[src/assert_macros.svh]
// ----------------------------------------------------------------------------
// Assertion macros
// Clocked implication checks on clk, disabled while arst_n is low.
// ----------------------------------------------------------------------------
`ifndef ASSERT_MACROS_SVH
`define ASSERT_MACROS_SVH

// same-cycle implication
`define ASSERT_IMPL(label, ante, cons, msg) \
	label: assert property (@(posedge clk) disable iff (!arst_n) (ante) |-> (cons)) \
		else $error(msg);

// next-cycle implication
`define ASSERT_NEXT(label, ante, cons, msg) \
	label: assert property (@(posedge clk) disable iff (!arst_n) (ante) |=> (cons)) \
		else $error(msg);

`endif

[src/bpbs_pkg.sv]
// ----------------------------------------------------------------------------
// Bounded pattern byte search package
// Register codes, field widths and the structs shared by the search modules.
// ----------------------------------------------------------------------------
package bpbs_pkg;

	// configuration port
	localparam int CFG_IDX_W  = 3;
	localparam int CFG_DATA_W = 64;

	typedef enum logic [CFG_IDX_W-1:0] {
		REG_PAT_0_7   = 3'd0,
		REG_PAT_8_15  = 3'd1,
		REG_PAT_16_23 = 3'd2,
		REG_PAT_24_31 = 3'd3,
		REG_PAT_LEN   = 3'd4
	} cfg_reg_t;

	// pattern storage is fixed by the register map
	localparam int PAT_WORDS = 4;
	localparam int PAT_BYTES = 32;
	localparam int PAT_IDX_W = 5;
	localparam int LEN_W     = 6;

	// payload widths
	localparam int BYTE_W   = 8;
	localparam int OFFSET_W = 32;

	// per-cell control for one cycle
	typedef struct packed {
		logic accept;   // a haystack byte is transferred
		logic shift;    // position not saturated: window moves
		logic clear;    // byte ends the haystack: window empties
		logic load;     // pipeline advances: compare bit is captured
	} cell_ctl_t;

	// stage-1 item as seen by the resolve stage
	typedef struct packed {
		logic                valid;
		logic                last;
		logic                zero_len;
		logic                cand;
		logic                wmatch;
		logic [OFFSET_W-1:0] offset;
	} s1_t;

endpackage

[src/bpbs_if.sv]
// ----------------------------------------------------------------------------
// Search channels
// Valid/ready channels for haystack bytes in and search results out.
// ----------------------------------------------------------------------------
interface bpbs_in_if;
	import bpbs_pkg::*;

	logic              valid;
	logic              ready;
	logic [BYTE_W-1:0] haystack_byte;
	logic              last_byte;

	modport source (output valid, output haystack_byte, output last_byte, input ready);
	modport sink   (input valid, input haystack_byte, input last_byte, output ready);
endinterface

interface bpbs_out_if;
	import bpbs_pkg::*;

	logic                valid;
	logic                ready;
	logic                match_found;
	logic [OFFSET_W-1:0] match_offset;

	modport source (output valid, output match_found, output match_offset, input ready);
	modport sink   (input valid, input match_found, input match_offset, output ready);
endinterface

[src/bpbs_cell.sv]
// ----------------------------------------------------------------------------
// Window cell
// Holds one window byte, hands it to the next cell on a shift and registers
// the compare of its new byte against the pattern byte lined up with it.
// ----------------------------------------------------------------------------
module bpbs_cell (
	input  logic                      clk,
	input  logic                      arst_n,
	input  bpbs_pkg::cell_ctl_t       ctl,
	input  logic [bpbs_pkg::BYTE_W-1:0] shift_in,
	input  logic [bpbs_pkg::BYTE_W-1:0] pat_byte,
	input  logic                      active,
	output logic [bpbs_pkg::BYTE_W-1:0] byte_q,
	output logic                      eq_s1
);
	import bpbs_pkg::*;

	logic [BYTE_W-1:0] next_val;

	// window content after this transfer's shift, before any clear
	assign next_val = ctl.shift ? shift_in : byte_q;

	// window byte
	always_ff @(posedge clk or negedge arst_n) begin
		if (!arst_n) begin
			byte_q <= '0;
		end else if (ctl.accept) begin
			if (ctl.clear) begin
				byte_q <= '0;
			end else if (ctl.shift) begin
				byte_q <= shift_in;
			end
		end
	end

	// compare bit; cells past the pattern length always agree
	always_ff @(posedge clk) begin
		if (ctl.load) begin
			eq_s1 <= !active || (next_val == pat_byte);
		end
	end

endmodule

[src/bpbs_resolve.sv]
// ----------------------------------------------------------------------------
// Match resolve stage
// Latches the earliest match of the current haystack and presents one
// result per haystack in an output register.
// ----------------------------------------------------------------------------
module bpbs_resolve (
	input  logic                clk,
	input  logic                arst_n,
	input  bpbs_pkg::s1_t       s1,
	output logic                stall,
	bpbs_out_if.source          result
);
	import bpbs_pkg::*;

	logic                found_q;
	logic [OFFSET_W-1:0] found_off_q;
	logic                out_valid_q;
	logic                out_found_q;
	logic [OFFSET_W-1:0] out_off_q;
	logic                adv;
	logic                load;
	logic                f_next;
	logic [OFFSET_W-1:0] off_next;

	// a finished haystack waits only for a full, untaken output register
	assign stall = s1.valid && s1.last && out_valid_q && !result.ready;
	assign adv   = !stall;
	assign load  = adv && s1.valid && s1.last;

	// first match wins; empty pattern matches at offset zero
	always_comb begin
		f_next   = found_q || s1.zero_len || (s1.cand && s1.wmatch);
		off_next = found_q ? found_off_q : (s1.zero_len ? '0 : s1.offset);
	end

	// per-haystack search state
	always_ff @(posedge clk or negedge arst_n) begin
		if (!arst_n) begin
			found_q     <= 1'b0;
			found_off_q <= '0;
		end else if (adv && s1.valid) begin
			if (s1.last) begin
				found_q     <= 1'b0;
				found_off_q <= '0;
			end else begin
				found_q     <= f_next;
				found_off_q <= off_next;
			end
		end
	end

	// output register valid
	always_ff @(posedge clk or negedge arst_n) begin
		if (!arst_n) begin
			out_valid_q <= 1'b0;
		end else if (load) begin
			out_valid_q <= 1'b1;
		end else if (result.ready) begin
			out_valid_q <= 1'b0;
		end
	end

	// output register payload
	always_ff @(posedge clk) begin
		if (load) begin
			out_found_q <= f_next;
			out_off_q   <= f_next ? off_next : '0;
		end
	end

	assign result.valid        = out_valid_q;
	assign result.match_found  = out_found_q;
	assign result.match_offset = out_off_q;

endmodule

[src/bounded_pattern_byte_search_unit.sv]
// ----------------------------------------------------------------------------
// Bounded pattern byte search unit
// Finds the first occurrence of a configured pattern of up to 32 bytes in a
// stream of haystack bytes and reports found flag and start offset per
// haystack.
// ----------------------------------------------------------------------------
//  channel    dir  handshake      payload
//  haystack   in   valid/ready    haystack_byte[7:0], last_byte
//  result     out  valid/ready    match_found, match_offset[31:0]
//  cfg        in   cfg_we         cfg_index[2:0], cfg_data[63:0]
//
// One byte per cycle while input ready is high. A byte's compare is registered
// in the cell row (stage 1); the resolve stage then latches the match from
// stage 1 and, for the last byte, loads the result into the output register.
// Reset empties window, position counter and pattern registers at once.
// Input ready drops only while a finished haystack waits on a full output
// register that the sink does not take.
// ----------------------------------------------------------------------------
module bounded_pattern_byte_search_unit #(
	parameter int MAX_PATTERN_BYTES = 32,
	parameter int POSITION_BITS     = 32
) (
	input  logic                           clk,
	input  logic                           arst_n,
	input  logic                           cfg_we,
	input  logic [bpbs_pkg::CFG_IDX_W-1:0]  cfg_index,
	input  logic [bpbs_pkg::CFG_DATA_W-1:0] cfg_data,
	bpbs_in_if.sink                        haystack,
	bpbs_out_if.source                     result
);
	import bpbs_pkg::*;

	`include "assert_macros.svh"

	logic [PAT_WORDS-1:0][CFG_DATA_W-1:0]  pat_word_q;
	logic [PAT_BYTES-1:0][BYTE_W-1:0]      pat_arr;
	logic [LEN_W-1:0]                      pat_len_q;
	logic [POSITION_BITS-1:0]              pos_q;
	logic [POSITION_BITS-1:0]              pos_new;
	logic                                  sat;
	logic                                  stall;
	logic                                  adv;
	logic                                  accept;
	cell_ctl_t                             ctl;
	logic [MAX_PATTERN_BYTES-1:0][BYTE_W-1:0] win;
	logic [MAX_PATTERN_BYTES-1:0]          eq_s1;
	logic                                  valid_s1;
	logic                                  last_s1;
	logic                                  zero_len_s1;
	logic                                  cand_s1;
	logic [OFFSET_W-1:0]                   offset_s1;
	s1_t                                   s1;

	// configuration registers
	always_ff @(posedge clk or negedge arst_n) begin
		if (!arst_n) begin
			pat_word_q <= '0;
			pat_len_q  <= '0;
		end else if (cfg_we) begin
			unique case (cfg_reg_t'(cfg_index))
				REG_PAT_0_7:   pat_word_q[0] <= cfg_data;
				REG_PAT_8_15:  pat_word_q[1] <= cfg_data;
				REG_PAT_16_23: pat_word_q[2] <= cfg_data;
				REG_PAT_24_31: pat_word_q[3] <= cfg_data;
				REG_PAT_LEN:   pat_len_q     <= cfg_data[LEN_W-1:0];
				default: ;
			endcase
		end
	end

	assign pat_arr = pat_word_q;

	// handshake and pipeline advance
	assign adv            = !stall;
	assign haystack.ready = adv;
	assign accept         = haystack.valid && adv;

	// position counter saturates at all ones
	assign sat     = &pos_q;
	assign pos_new = sat ? pos_q : pos_q + 1'b1;

	always_ff @(posedge clk or negedge arst_n) begin
		if (!arst_n) begin
			pos_q <= '0;
		end else if (accept) begin
			pos_q <= haystack.last_byte ? '0 : pos_new;
		end
	end

	assign ctl.accept = accept;
	assign ctl.shift  = !sat;
	assign ctl.clear  = haystack.last_byte;
	assign ctl.load   = adv;

	// cell row: cell j holds the byte received j transfers ago
	for (genvar j = 0; j < MAX_PATTERN_BYTES; j++) begin : g_cell
		logic [LEN_W-1:0]  sel_diff;
		logic              active;
		logic [BYTE_W-1:0] shift_in;

		// pattern byte len-1-j lines up with this cell
		assign sel_diff = pat_len_q - LEN_W'(j + 1);
		assign active   = LEN_W'(j) < pat_len_q;

		if (j == 0) begin : g_head
			assign shift_in = haystack.haystack_byte;
		end else begin : g_body
			assign shift_in = win[j-1];
		end

		bpbs_cell u_cell (
			.clk      (clk),
			.arst_n   (arst_n),
			.ctl      (ctl),
			.shift_in (shift_in),
			.pat_byte (pat_arr[sel_diff[PAT_IDX_W-1:0]]),
			.active   (active),
			.byte_q   (win[j]),
			.eq_s1    (eq_s1[j])
		);
	end

	// stage 1 control and offset
	always_ff @(posedge clk or negedge arst_n) begin
		if (!arst_n) begin
			valid_s1 <= 1'b0;
		end else if (adv) begin
			valid_s1 <= accept;
		end
	end

	always_ff @(posedge clk) begin
		if (adv) begin
			last_s1     <= haystack.last_byte;
			zero_len_s1 <= pat_len_q == '0;
			cand_s1     <= (pat_len_q != '0)
				&& (pat_len_q <= LEN_W'(MAX_PATTERN_BYTES))
				&& (pos_new >= POSITION_BITS'(pat_len_q));
			offset_s1   <= OFFSET_W'(pos_new - POSITION_BITS'(pat_len_q));
		end
	end

	assign s1.valid    = valid_s1;
	assign s1.last     = last_s1;
	assign s1.zero_len = zero_len_s1;
	assign s1.cand     = cand_s1;
	assign s1.wmatch   = &eq_s1;
	assign s1.offset   = offset_s1;

	bpbs_resolve u_resolve (
		.clk    (clk),
		.arst_n (arst_n),
		.s1     (s1),
		.stall  (stall),
		.result (result)
	);

	// checks
	`ASSERT_NEXT(a_accept_to_s1, accept, valid_s1, "accepted byte did not reach stage 1")
	`ASSERT_NEXT(a_last_clears_pos, accept && haystack.last_byte, pos_q == '0,
		"position not cleared after last byte")
	`ASSERT_IMPL(a_stall_cause, !haystack.ready, result.valid && !result.ready,
		"input stalled without a blocked result")
	`ASSERT_NEXT(a_empty_found, valid_s1 && last_s1 && zero_len_s1 && adv,
		result.valid && result.match_found && result.match_offset == '0,
		"empty pattern did not report a match at offset zero")

endmodule
[src/flat_wrapper.sv]
// flat-port wrapper written by rule: the top's interface ports become plain ports
module bounded_pattern_byte_search_unit_flat import bpbs_pkg::*;
#(
	parameter int MAX_PATTERN_BYTES = 32,
	parameter int POSITION_BITS     = 32
)
  (clk, arst_n, cfg_we, cfg_index, cfg_data, haystack_valid, haystack_haystack_byte, haystack_last_byte, haystack_ready, result_valid, result_match_found, result_match_offset, result_ready);
  bpbs_in_if haystack_i ();
  bpbs_out_if result_i ();
  input  logic clk;
  input  logic arst_n;
  input  logic cfg_we;
  input  logic [bpbs_pkg::CFG_IDX_W-1:0] cfg_index;
  input  logic [bpbs_pkg::CFG_DATA_W-1:0] cfg_data;
  input wire logic [$bits(haystack_i.valid)-1:0] haystack_valid;
  input wire logic [$bits(haystack_i.haystack_byte)-1:0] haystack_haystack_byte;
  input wire logic [$bits(haystack_i.last_byte)-1:0] haystack_last_byte;
  output wire logic [$bits(haystack_i.ready)-1:0] haystack_ready;
  output wire logic [$bits(result_i.valid)-1:0] result_valid;
  output wire logic [$bits(result_i.match_found)-1:0] result_match_found;
  output wire logic [$bits(result_i.match_offset)-1:0] result_match_offset;
  input wire logic [$bits(result_i.ready)-1:0] result_ready;
  assign haystack_i.valid = haystack_valid;
  assign haystack_i.haystack_byte = haystack_haystack_byte;
  assign haystack_i.last_byte = haystack_last_byte;
  assign haystack_ready = haystack_i.ready;
  assign result_valid = result_i.valid;
  assign result_match_found = result_i.match_found;
  assign result_match_offset = result_i.match_offset;
  assign result_i.ready = result_ready;
  bounded_pattern_byte_search_unit #(.MAX_PATTERN_BYTES(MAX_PATTERN_BYTES), .POSITION_BITS(POSITION_BITS)) u_core (.clk(clk), .arst_n(arst_n), .cfg_we(cfg_we), .cfg_index(cfg_index), .cfg_data(cfg_data), .haystack(haystack_i), .result(result_i));
endmodule
[config.mk]
export PLATFORM = sky130hd
export DESIGN_NAME = bounded_pattern_byte_search_unit_flat
export DESIGN_NICKNAME = d
export VERILOG_FILES = /design/src/bpbs_pkg.sv /design/src/bpbs_if.sv /design/src/bpbs_cell.sv /design/src/bpbs_resolve.sv /design/src/bounded_pattern_byte_search_unit.sv /design/src/flat_wrapper.sv
export VERILOG_INCLUDE_DIRS = /design/src /design/src/src
export SDC_FILE = /design/constraint.sdc
export NUM_CORES = 2
export LEC_CHECK = 0
export BUFFER_PORTS_ARGS = -buffer_cell sky130_fd_sc_hd__clkbuf_2
export CAP_MARGIN = 10
export CORE_UTILIZATION = 61
export DETAILED_ROUTE_END_ITERATION = 10
export PLACE_DENSITY = 0.78
export SLEW_MARGIN = 0
export SYNTH_ARGS = -nofsm -noshare
export SYNTH_HDL_FRONTEND = slang
export SYNTH_SLANG_ARGS = --single-unit
[constraint.sdc]
create_clock -name clk -period 4.95 [get_ports clk]
set_clock_uncertainty 0.05 [all_clocks]
set_input_delay 0.495 -clock clk [delete_from_list [all_inputs] [get_ports clk]]
set_output_delay 0.495 -clock clk [all_outputs]
set_load 0.02 [all_outputs]
## Yosys cells after proc, flatten, opt, wreduce, memory -nomap -nowiden

Index checks and enable logic that the tools add are counted.
Widths: inputs -> output; s select.

- Register bits: 685
- Input port bits: 81
- Output and inout bits: 35

- $add $sub $neg: 34
- Magnitude comparators: 66
- Equality and inequality tests: 36
- Muxes and demuxes: 136
- Reduce and logical (&&, ||, !) cells: 88

Operator list:

| kind | count |
|---|---|
| $bmux 8 s5 | 32 |
| $mux 8 | 96 |
| $eq 8x8->1 | 32 |
| $lt 5x6->1 const B | 32 |
| $mux 32 | 5 |
| $lt 5x6->1 const A | 16 |
| $sub 5x5->5 const B | 16 |
| $reduce_and 32->1 | 2 |
| $lt 4x6->1 const A | 8 |
| $sub 5x4->5 const B | 8 |
| $logic_not 1->1 | 34 |
| $logic_or 1x1->1 | 34 |
| $add 32x1->32 const B | 1 |
| $ge 32x6->1 | 1 |
| $sub 32x6->32 | 1 |
| $lt 3x6->1 const A | 4 |
| $sub 5x3->5 const B | 4 |
| $lt 1x6->1 const A | 2 |
| $lt 2x6->1 const A | 2 |
| $reduce_and 2->1 | 5 |
| $sub 5x1->5 const B | 2 |
| $sub 5x2->5 const B | 2 |
| $logic_and 1x1->1 | 9 |
| $eq 3x2->1 const B | 2 |
| other kinds (8) | 10 |

## Longest topological paths before layout

- Depth in word-level cells: 7
- Depth in mapped cells: 20
- Mapped depth without buffers: 16

## Modules after synthesis

A second synthesis with hierarchy kept.

- Cells, all modules: 4405
- Area, all modules: 50883.8 um2

Modules (own cells, without submodules):

| module | instances | cells each | area each (um2) | sequential area each (um2) |
|---|---|---|---|---|
| bounded_pattern_byte_search_unit | 1 | 2374 | 29057.9 | 8433.1 |
| bpbs_cell | 32 | 55 | 583.1 | 230.2 |
| bpbs_resolve | 1 | 271 | 3168.0 | 1841.8 |

## Worst setup path before layout

OpenSTA, ideal clock, no wires.

- Path kind: register -> register
- Start: register u_core.pos_q[0]
- End: register u_core.offset_s1[30], data pin
- Setup time: 0.263 ns
- Data arrival time: 4.200 ns
- Data required time: 4.637 ns
- Setup slack: 0.437 ns
- Cell stages (with the launch flop): 20
- Cell sequence: dfrtp_1 > ha_1 > nand2_1 > nor3_2 > and3_1 > buf_2 > buf_4 > buf_2 > buf_2 > nand2_1 > nand2_1 > fa_1 > a21o_1 > a21oi_1 > o21ai_0 > or3_1 > nor4_2 > nand3_2 > nor3_1 > xnor2_1

- Word-level cells in the longest chain between the ends: 3

Ends and longest elaborated chain:

| what | RTL line | source |
|---|---|---|
| start: declaration | bounded_pattern_byte_search_unit.sv:38 | `logic [POSITION_BITS-1:0] pos_q;` |
| start signal: assignment | bounded_pattern_byte_search_unit.sv:86 | `pos_q <= haystack.last_byte ? '0 : pos_new;` |
| $add 32x1->32 / $reduce_and 32->1 (equally long branches) | bounded_pattern_byte_search_unit.sv:80, bounded_pattern_byte_search_unit.sv:79 |  |
| $mux 32 * | bounded_pattern_byte_search_unit.sv:80 | `assign pos_new = sat ? pos_q : pos_q + 1'b1;` |
| $sub 32x6->32 * | bounded_pattern_byte_search_unit.sv:139 | `offset_s1 <= OFFSET_W'(pos_new - POSITION_BITS'(pat_len_q));` |
| end signal: assignment | bounded_pattern_byte_search_unit.sv:139 |  |
| end: declaration | bounded_pattern_byte_search_unit.sv:51 | `logic [OFFSET_W-1:0] offset_s1;` |

Mark *: on every way between the ends. The rest lies on a longest branch, timed or not.
A chain may end at the register's enable or synchronous reset.

## Worst setup path after layout

- Start: register u_core.pos_q[26]
- End: register u_core.offset_s1[30], data pin

Same word-level chain as after synthesis.

==> qor.txt <==
status = finished with violations
failing checks = DRC
Longest Clk Path Bufs = 3
Starting DRT DRC Count = 6,211
most frequent cell after synthesis = mux2i_1
synthesized instance count = 4,364
max_slew headroom = 0.274
Final Instance Area = 54,700 sq um
Worst VDD drop = 0.000432 V
# setup viols final = 0
Fmax = 220 MHz
final worst-path cycle share = 0.918
largest net degree at the start of global routing = 187
drt total wl = 171,000 um
setup TNS = 0 ps
post-synthesis sequential area ratio = 0.353
post-synth top area share = 0.293
drt wl/cell = 31.4 um
I/O Pins = 116
crit path max fanout = 9
CP required = 5300 ps
GRT Util Overall = 0.413
Clk Latency, worst-skew pair = 670 ps
Slew Limit Fails = 0
largest cells by area after synthesis = dfrtp_1 (29%), mux4_2 (19%), mux2i_1 (12%), mux2_2 (6.8%), edfxtp_1 (6.0%)
DIE AREA = 83,200 sq um
Slew @ Worst Pin = 1090 ps
Final Instance Count excl. Fillers = 5,449
RSZ-0062 raised after global routing = false
I/O Buffers = 115
Synth Register Bits = 685
TritonCTS clock tree = done
CP Cell Sequence = nand4_2 -> nor4_4 -> nand3_1 -> xnor2_1 -> ha_1 -> inv_1 -> fa_1 -> a21o_1 -> a21oi_1 -> o21ai_0 -> or3_1 -> nor4_4 -> nand3_2 -> nor3_1 -> xnor2_1
top post-synthesis cells by count = mux2i_1 (613), dfrtp_1 (585), nand2_1 (461)
FILL cells = 5,895
routed vias/inst = 7.38
Hold WC Path Type = primary input to flip-flop
first-pass GRT wire length = 251,000 um
net count after synthesis = 4,465
Critical Path Start Type = flip-flop
die width = 288 um
CP max-delay cell = dfrtp_1
Synth Warn # = 0
CP Class = flip-flop to flip-flop
CP peak stage delay = 530 ps
distinct cell type count of the synthesized netlist = 70
crit path capture type = flip-flop
initial antenna violation count = 12
cell taking the most area after synthesis = dfrtp_1
DP Cell Count = 5,298
Clock Root Buffer = clkbuf_16
Rows = 104
Post-synth EDFFs = 100
post-DP HPWL = 127,000 um
DRC violations left = 4
Final Hold Vio Count = 0
# nets final = 4,420
vias in the first global route = 37.1k
share of cells above drive strength 1 = 0.263
CTS Buf Count = 78
initial core utilization = 0.619
P per Cell Area = 612 nW/um^2
Chip Height = 288 um
PnR Total Power = 33.4 mW
grt total ovfl = 0
Post-synth ARST share = 0.854
H-tree depth = 3
clock-pin slew of the registers on the worst-case setup and hold paths = 60 ps
CP Data Arrival Time = 4890 ps
leakage = 20.6 nW
ys flop type = dfrtp_1
Syn Std Cell Area = 50,000 sq um
CORE AREA = 80,800 sq um
CTS Sinks = 685
dpl cell area = 51,900 sq um
Util after Layout = 0.676
Syn Area/Cell = 11.5 sq um
area delta synth->final = 9.24%
remaining antenna violation count = 0
GP Congestion = 1.13
Pre-antenna DRT Iters = 11
shortest period the worst path allows = 4540 ps
max_cap viols = 0
vias = 40.2k
==> metrics by stage <==
| stage | worst slack (ps) | hold slack (ps) |
|---|---|---|
| 5_1_grt | 57.7 | 69.9 |
| 3_5_place_dp | 268 | 448 |
| 6_report | 406 | 62.9 |
| 3_3_place_gp | 321 | 430 |
| 2_1_floorplan | 437 | 149 |
| 4_1_cts | 263 | 37.1 |
==> kinds of logic (layout without fill, tap and decap cells) <==
family | Yosys count | in the layout | share of synthesized area
multiplexers | 1333 | 1333 | 0.378
AO/OA/AOI/OAI | 821 | 821 | 0.101
AND/OR/NAND/NOR | 791 | 791 | 0.0724
flip-flops | 685 | 685 | 0.353
buffers and inverters | 385 | 402 | 0.0329
XOR/XNOR | 329 | 329 | 0.0579
adder cells (fa/ha/maj) | 20 | 20 | 0.00515
other | 0 | 8 | 0
==> critical path, delay by kind of cell (launching register included) <==
family | cells | cell delay [ps]
AOI/OAI and AO/OA | 3 | 600
and+or+nand+nor | 7 | 2130
DFF | 1 | 530
xor gates and xnor gates | 2 | 320
buffers and inverters | 1 | 60
adders and majority gates | 2 | 620
==> cells in the final DEF (no fill, tap or decap), drive strengths merged, types with 6 or more instances in the layout <==
cell type,n
a21oi,97
a22o,9
a22oi,256
a31oi,6
a32oi,31
and3,9
and4,6
buf,131
bufinv,8
clkbuf,217
clkinv,24
dfrtp,585
diode,8
edfxtp,100
ha,19
inv,16
mux2,304
mux2i,613
mux4,416
nand2,461
nand2b,7
nand3,25
nand4,75
nor2,110
nor2b,9
nor3,23
nor3b,34
nor4,14
o21ai,378
o22ai,15
xnor2,266
xor2,63
==> power breakdown <==
group	internal (mW)	total, mW	switching (mW)
clock	3.62	6.19	2.57
combinational	8.10	19.6	11.5
sequential	6.68	7.64	0.960
==> cell type report <==
class,count,area [sq um],share of cell area
Antenna cell,8,20.0,0.000366
Clock buffer,104,2230,0.0409
Clock inverter,38,479,0.00877
Inverter,15,56.3,0.00103
Multi-Input combinational cell,3294,31000,0.568
Sequential cell,685,17700,0.323
Tap cell,1060,1330,0.0243
Timing Repair Buffer,245,1860,0.0340
==> flip-flops by register name, summed over array words and instances (netlist names), 6 cells and up <==
register / count
u_core.g_cell.u_cell.byte_q: 256
u_core.g_cell.u_cell.eq_s1: 32
u_core.offset_s1: 32
u_core.pat_arr: 256
u_core.pat_len_q: 6
u_core.pos_q: 32
u_core.u_resolve.found_off_q: 32
u_core.u_resolve.result.match_offset: 32
==> metal layers <==
metal	routed length, um	track usage
met5	46	0
met4	10900	0.222
met3	22000	0.118
met2	72900	0.578
met1	65300	0.583
==> what timing repair did <==
| action | in CTS | in global routing |
|---|---|---|
| endpoints found under the setup margin | 0 | 5 |
| gates resized for setup | 0 | 2 |
| hold endpoints to repair | 87 | 0 |
| hold buffers | 1 | 0 |
| buffers inserted | 0 | 0 |
==> worst paths after layout <==
| check | startpoint | endpoint | slack, ps | cells after the start |
|---|---|---|---|---|
| max reg2reg | u_core.pos_q[26] | u_core.offset_s1[30] | 410 | 15 |
| max in group asynchronous | arst_n | u_core.pos_q[10] | 3230 | 3 |
| max | u_core.pos_q[26] | u_core.offset_s1[30] | 410 | 15 |
| min | cfg_data[41] | u_core.pat_arr[41] | 60 | 2 |
| min reg2reg | u_core.u_resolve.found_off_q[22] | u_core.u_resolve.found_off_q[22] | 460 | 2 |
| min in group asynchronous | arst_n | u_core.u_resolve.found_off_q[27] | 450 | 2 |
(Power assumes the default switching activity.)
